**src/hw/rtl/rth_pkg.sv**
```systemverilog
package rth_pkg;

  // Hue arithmetic constants.
  localparam logic [7:0] HUE_SCALE    = 8'd43;
  localparam logic [7:0] OFFSET_RED   = 8'd0;
  localparam logic [7:0] OFFSET_GREEN = 8'd85;
  localparam logic [7:0] OFFSET_BLUE  = 8'd171;

  // Number of quotient bits produced by the divider pipeline.
  localparam int DIV_STEPS = 8;

  // Which channel is the largest.
  localparam logic [1:0] SEL_RED   = 2'd0;
  localparam logic [1:0] SEL_GREEN = 2'd1;
  localparam logic [1:0] SEL_BLUE  = 2'd2;

  // One input word.
  typedef struct packed {
    logic [7:0] red;
    logic [7:0] green;
    logic [7:0] blue;
  } pixel_t;

  // One output word.
  typedef struct packed {
    logic [7:0] hue;
    logic [7:0] saturation;
    logic [7:0] brightness;
  } hsv_t;

  // Front stage: channel ordering and the hue difference.
  typedef struct packed {
    logic       valid;
    logic [1:0] sel;
    logic       neg;
    logic [7:0] hi;
    logic [7:0] delta;
    logic [7:0] absdiff;
  } rth_front_t;

  // One stage of the two parallel restoring dividers.
  typedef struct packed {
    logic       valid;
    logic [1:0] sel;
    logic       neg;
    logic       grey;
    logic [7:0] hi;
    logic [7:0] delta;
    logic [7:0] sat_rem;
    logic [7:0] sat_num;
    logic [7:0] sat_q;
    logic [7:0] hue_rem;
    logic [7:0] hue_num;
    logic [7:0] hue_q;
  } rth_div_t;

endpackage

```
**src/hw/rtl/rgb_to_hsv_8bit.sv**
```systemverilog
// Channel  Valid        Ready        Word
// -------  -----------  -----------  ----------------------------------
// input    pixel_valid  pixel_ready  pixel  (red, green, blue)
// output   hsv_valid    hsv_ready    hsv    (hue, saturation, brightness)
//
// A word accepted at the input reaches hsv through one stage for the channel
// ordering, one for the products, eight for the shared-step restoring dividers
// (one quotient bit per stage) and the output register.
// One word is accepted every cycle while the output register is empty or taken.
// The whole pipeline stalls together when the output register holds a word that
// is not taken, so nothing is lost or repeated. Reset clears only the valid bits.
module rgb_to_hsv_8bit
  import rth_pkg::*;
(
  input  logic   clk,
  input  logic   rst,
  input  logic   pixel_valid,
  output logic   pixel_ready,
  input  pixel_t pixel,
  output logic   hsv_valid,
  input  logic   hsv_ready,
  output hsv_t   hsv
);

  logic       en;
  rth_front_t front;
  rth_front_t front_next;
  rth_div_t   div [DIV_STEPS+1];
  rth_div_t   div_first;
  hsv_t       hsv_next;

  // One restoring step of both divisions.
  function automatic rth_div_t div_step(rth_div_t s);
    rth_div_t   o;
    logic [8:0] ts;
    logic [8:0] th;
    logic       qs;
    logic       qh;
    o  = s;
    ts = {s.sat_rem, s.sat_num[7]};
    th = {s.hue_rem, s.hue_num[7]};
    qs = (ts >= {1'b0, s.hi});
    qh = (th >= {1'b0, s.delta});
    o.sat_rem = qs ? 8'(ts - {1'b0, s.hi}) : ts[7:0];
    o.hue_rem = qh ? 8'(th - {1'b0, s.delta}) : th[7:0];
    o.sat_num = {s.sat_num[6:0], 1'b0};
    o.hue_num = {s.hue_num[6:0], 1'b0};
    o.sat_q   = {s.sat_q[6:0], qs};
    o.hue_q   = {s.hue_q[6:0], qh};
    return o;
  endfunction

  // The pipeline moves as one unless the output word is waiting.
  assign en          = !hsv_valid || hsv_ready;
  assign pixel_ready = en;

  // Find the largest channel, the spread and the signed hue difference.
  always_comb begin
    logic [7:0] lo;
    logic [8:0] diff;
    front_next       = '0;
    front_next.valid = pixel_valid;
    if (pixel.red >= pixel.green && pixel.red >= pixel.blue) begin
      front_next.sel = SEL_RED;
      front_next.hi  = pixel.red;
      diff           = {1'b0, pixel.green} - {1'b0, pixel.blue};
    end else if (pixel.green >= pixel.blue) begin
      front_next.sel = SEL_GREEN;
      front_next.hi  = pixel.green;
      diff           = {1'b0, pixel.blue} - {1'b0, pixel.red};
    end else begin
      front_next.sel = SEL_BLUE;
      front_next.hi  = pixel.blue;
      diff           = {1'b0, pixel.red} - {1'b0, pixel.green};
    end
    lo = pixel.red;
    if (pixel.green < lo) begin
      lo = pixel.green;
    end
    if (pixel.blue < lo) begin
      lo = pixel.blue;
    end
    front_next.delta   = front_next.hi - lo;
    front_next.neg     = diff[8];
    front_next.absdiff = diff[8] ? 8'(-diff) : diff[7:0];
  end

  always_ff @(posedge clk) begin
    if (rst) begin
      front.valid <= 1'b0;
    end else if (en) begin
      front <= front_next;
    end
  end

  // Form the dividends: delta * 255 and 43 * |difference|.
  always_comb begin
    logic [15:0] nsat;
    logic [15:0] nhue;
    nsat = {front.delta, 8'd0} - {8'd0, front.delta};
    nhue = {8'd0, front.absdiff} * {8'd0, HUE_SCALE};
    div_first         = '0;
    div_first.valid   = front.valid;
    div_first.sel     = front.sel;
    div_first.neg     = front.neg;
    div_first.grey    = (front.delta == 8'd0);
    div_first.hi      = front.hi;
    div_first.delta   = front.delta;
    div_first.sat_rem = nsat[15:8];
    div_first.sat_num = nsat[7:0];
    div_first.hue_rem = nhue[15:8];
    div_first.hue_num = nhue[7:0];
  end

  always_ff @(posedge clk) begin
    if (rst) begin
      div[0].valid <= 1'b0;
    end else if (en) begin
      div[0] <= div_first;
    end
  end

  // Divider stages, one quotient bit each. Both quotients fit in eight bits.
  for (genvar k = 0; k < DIV_STEPS; k++) begin : g_div
    always_ff @(posedge clk) begin
      if (rst) begin
        div[k+1].valid <= 1'b0;
      end else if (en) begin
        div[k+1] <= div_step(div[k]);
      end
    end
  end

  // Apply sign and offset to the hue; grey and black give zero hue and saturation.
  always_comb begin
    logic [7:0] offset;
    logic [7:0] term;
    case (div[DIV_STEPS].sel)
      SEL_GREEN: offset = OFFSET_GREEN;
      SEL_BLUE:  offset = OFFSET_BLUE;
      default:   offset = OFFSET_RED;
    endcase
    term = div[DIV_STEPS].neg ? 8'(-div[DIV_STEPS].hue_q) : div[DIV_STEPS].hue_q;
    hsv_next.brightness = div[DIV_STEPS].hi;
    if (div[DIV_STEPS].grey) begin
      hsv_next.hue        = 8'd0;
      hsv_next.saturation = 8'd0;
    end else begin
      hsv_next.hue        = offset + term;
      hsv_next.saturation = div[DIV_STEPS].sat_q;
    end
  end

  // Output register.
  always_ff @(posedge clk) begin
    if (rst) begin
      hsv_valid <= 1'b0;
    end else if (en) begin
      hsv_valid <= div[DIV_STEPS].valid;
    end
  end

  always_ff @(posedge clk) begin
    if (en) begin
      hsv <= hsv_next;
    end
  end

endmodule

```
**config.mk**
```make
export PLATFORM = sky130hd
export DESIGN_NAME = rgb_to_hsv_8bit
export DESIGN_NICKNAME = d
export VERILOG_FILES = /design/src/hw/rtl/rth_pkg.sv /design/src/hw/rtl/rgb_to_hsv_8bit.sv
export SDC_FILE = /design/constraint.sdc
export NUM_CORES = 1
export LEC_CHECK = 0
export BUFFER_PORTS_ARGS = -buffer_cell sky130_fd_sc_hd__buf_2
export CORE_ASPECT_RATIO = 0.9
export CORE_MARGIN = 3
export CORE_UTILIZATION = 42
export DETAILED_ROUTE_END_ITERATION = 10
export MAX_ROUTING_LAYER = met4
export PLACE_DENSITY = 0.59
export SYNTH_ARGS = -nofsm -noshare
export SYNTH_HDL_FRONTEND = slang
export SYNTH_SLANG_ARGS = --single-unit
```
**constraint.sdc**
```tcl
create_clock -name clk -period 39.6 [get_ports clk]
set_input_delay 7.92 -clock clk [delete_from_list [all_inputs] [get_ports clk]]
set_output_delay 7.92 -clock clk [all_outputs]
set_load 0.05 [all_outputs]
```
==> reports/metrics.csv <==
stage,metric,value,unit
outcome,status,completed,
drt,met2_length,18700,um
layout,antenna_cells,0,
layout,area_delta_synth_final,12.0,%
setup_path,crit_type,input pin to output pin,
synthesis,ys_types,60,
synthesis,yosysWarnings,0,
drt,dr_wl_met3,1450,um
sta,rsz0062_at_grt,no,
setup_path,cp-end-kind,output pin,
die,start_util,42.6,%
drt,wl_met1,17300,um
synthesis,synth_edf_count,494,
grt,grt_pass1_wl,66000,um
synthesis,syn_avg_cell_area,13.1,um2
die,boundaryPins,54,
synthesis,syn-cell-area,25000,um2
sta,fmax,58.1,MHz
setup_path,arrival,9.30,ns
drt,ant_nets,0,
setup_path,critPathCapture,pixel_ready,
layout,final_cells,2818,
cts,cts_buffers,52,
power_and_ir_drop,peakVddDrop,0.0358,mV
setup_path,cp-start-kind,input pin,
layout,final_common_cell,edfxtp_1,
layout,most-common-layout-cells,"edfxtp_1, inv_1, ha_1",
sta,min_period,17.22,ns
synthesis,ys_async_sr_fraction,0,%
grt,grt_max_degree,213,
grt,grt_pass1_vias,14000,
setup_path,r2r_start,hsv_valid$_SDFFE_PP0N_,
drt,drt_wl_total,38800,um
cts,post_cts_buffers,0,
setup_path,worstPathRequired,31.68,ns
cts,postCtsHoldBufs,0,
power_and_ir_drop,leakagePower,11.5,nW
drt,vias_per_cell,4.84,
drt,highest_layer,met4,
run,max-cap-violations,0,
setup_path,reg2regPathDepth,5,
cts,cts_resized,0,
setup_path,rrSetupSlack,35.33,ns
placement,globalplace.congestion,0.824,
sta,finalMaxSlewViolations,0,
setup_path,crit_fanout,25,
placement,dp_cells,2723,
grt,overflow,0,
die,core_area,58600,um2
synthesis,synth.yosys.seq_area_share,59.5,%
layout,drive_gt1_share,11.4,%
synthesis,ys_seq_elements,496,
setup_path,crit_start,hsv_ready,
die,die-width,263,um
drt,wl_per_cell,13.8,um
cts,htreeDepth,2,
sta,fin_crit_sh,43.5,%
drt,dr.pass1.iters,5,
sta,worstMarginPinSlew,1.22,ns
sta,finalSetupViolations,0,
synthesis,synth_xor_area_share,3.43,%
worst_hold_path,holdCritPathClass,register to register,
synthesis,syn-instance-count,1902,
synthesis,ys.flop_type,edfxtp_1,
sta,final_hold_viol_count,0,
placement,io_buffers,53,
sta,max_slew_margin,18.4,%
synthesis,yosys.area_share.adder,12.9,%
grt,groute.usage.overall,13.0,%
placement,dpl.hpwl,28200,um
cts,cts_tree,done,
synthesis,synthSimpleGateAreaFrac,7.11,%
synthesis,yosys.area.top_type,edfxtp_1,
die,fp.dieH,237,um
synthesis,synth.area.mux_share,4.90,%
synthesis,yosys-top-cells-area,"edfxtp_1, ha_1, inv_1",
cts,clk_pin_slew_worst_paths,0.06,ns
setup_path,rr_endpoint,div[4][47]$_DFFE_PP_,
synthesis,synth_nets,2170,
layout,final_nets,2271,
power_and_ir_drop,powerDensity,72.6,nW/um2
drt,first_iter_violations,777,
cts,clock_latency,0.58,ns
drt,vias,13600,
die,dieArea,62500,um2
die,row_count,84,
cts,cts_root_buf,clkbuf_16,
cts,clkSinkCount,496,
sta,fin_skew,0.0143,ns
sta,tns,0,ns
drt,drc_errors,0,
synthesis,synth_top_family_by_area,adder cells,
synthesis,synth_compound_area_share,7.90,%
synthesis,yosysTopAreaCellShare,59.3,%
grt,antenna_found_initial,0,
cts,clockBufferDepth,3,
[through the flow]
stage	hold WS (ns)	setup WS [ns]	util (%)	total power (W)	cell area (um2)
after floorplan	0.400	10.84	-	0.00141	25000
after detailed placement	0.405	22.34	44.7	0.00155	26200
after CTS	0.407	22.34	47.7	0.00206	28000
final	0.406	22.38	47.7	0.00203	28000
after global routing	0.407	22.24	47.7	0.00219	28000
after global placement	0.401	22.43	44.7	0.00153	26200
[cells in the mapped netlist, types with 2 or more instances]
cell       count
a211oi_1       3
a21boi_0      42
a21o_1        41
a21oi_1       54
a311oi_1      14
a31oi_1        2
and2_1        10
and3_1         2
buf_2          3
clkbuf_1       6
dfxtp_1        2
edfxtp_1     494
fa_1          28
ha_1         212
inv_1        270
mux2_2        71
mux2i_1       37
mux2i_2        2
nand2_1       65
nand2b_1      28
nand3_1        5
nand4_1       31
nor2_1       142
nor2_2        13
nor2b_1       50
nor3_1         9
o2111ai_1      2
o211ai_1       2
o21a_1         6
o21ai_0      109
o21ai_1        3
o21bai_1      11
o31a_1         3
o31ai_1        3
o31ai_4        2
or2_2          2
or3_1          4
xnor2_1       62
xor2_1        36
[worst max-delay path, cell delays in order]
cell and delay (ns):
buf_2 0.09, nor2b_1 0.39, inv_1 0.52, buf_2 0.38
[final cells by class]
class                           instances  area [um2]
Clock buffer                           67        1400
Clock inverter                         28         354
Tap cell                              774         968
Multi-Input combinational cell       1124        9050
Inverter                              271        1020
Timing Repair Buffer                   58         315
Sequential cell                       496       14900
Fill cell                            5101       30700
[sequential cells by signal, indices dropped and copies added, names as in the netlist]
signal	cells
hsv	24
div	443
front	8
hsv_valid	1
div_first	20
[power by group]
group	switching (W)	internal (W)
clock network	0.000193	0.000301
registers	0.0000562	0.000762
logic	0.000378	0.000342
[worst min-delay path by stage]
stage | depth (start not counted) | slack, ns | end | startpoint
5_1_grt | 0 | 0.41 | div[5][14]$_DFFE_PP_ | div[4][13]$_DFFE_PP_
3_5_place_dp | 0 | 0.40 | div[1][10]$_DFFE_PP_ | div[0][9]$_DFFE_PP_
4_1_cts | 0 | 0.41 | div[3][1]$_DFFE_PP_ | div[2][0]$_DFFE_PP_
6_report | 0 | 0.41 | div[4][14]$_DFFE_PP_ | div[3][13]$_DFFE_PP_
3_3_place_gp | 0 | 0.40 | div[1][14]$_DFFE_PP_ | div[0][13]$_DFFE_PP_
2_1_floorplan | 0 | 0.40 | div[0][56]$_DFFE_PP_ | div_first[56]$_DFFE_PP_
[kinds of logic after synthesis]
family,after synthesis
simple gates,367
compound gates,307
xor+xnor,98
buf+inv,282
fa+ha+maj,240
flops,496
mux,112
[routing by layer]
metal | up-vias | global-route usage, %
li1 | 6989 | -
met2 | 184 | 22.3
met3 | 86 | 2.49
met4 | 0 | 4.68
met5 | - | -
met1 | 6379 | 15.4
No activity file was read; power rests on OpenSTA's default activity.
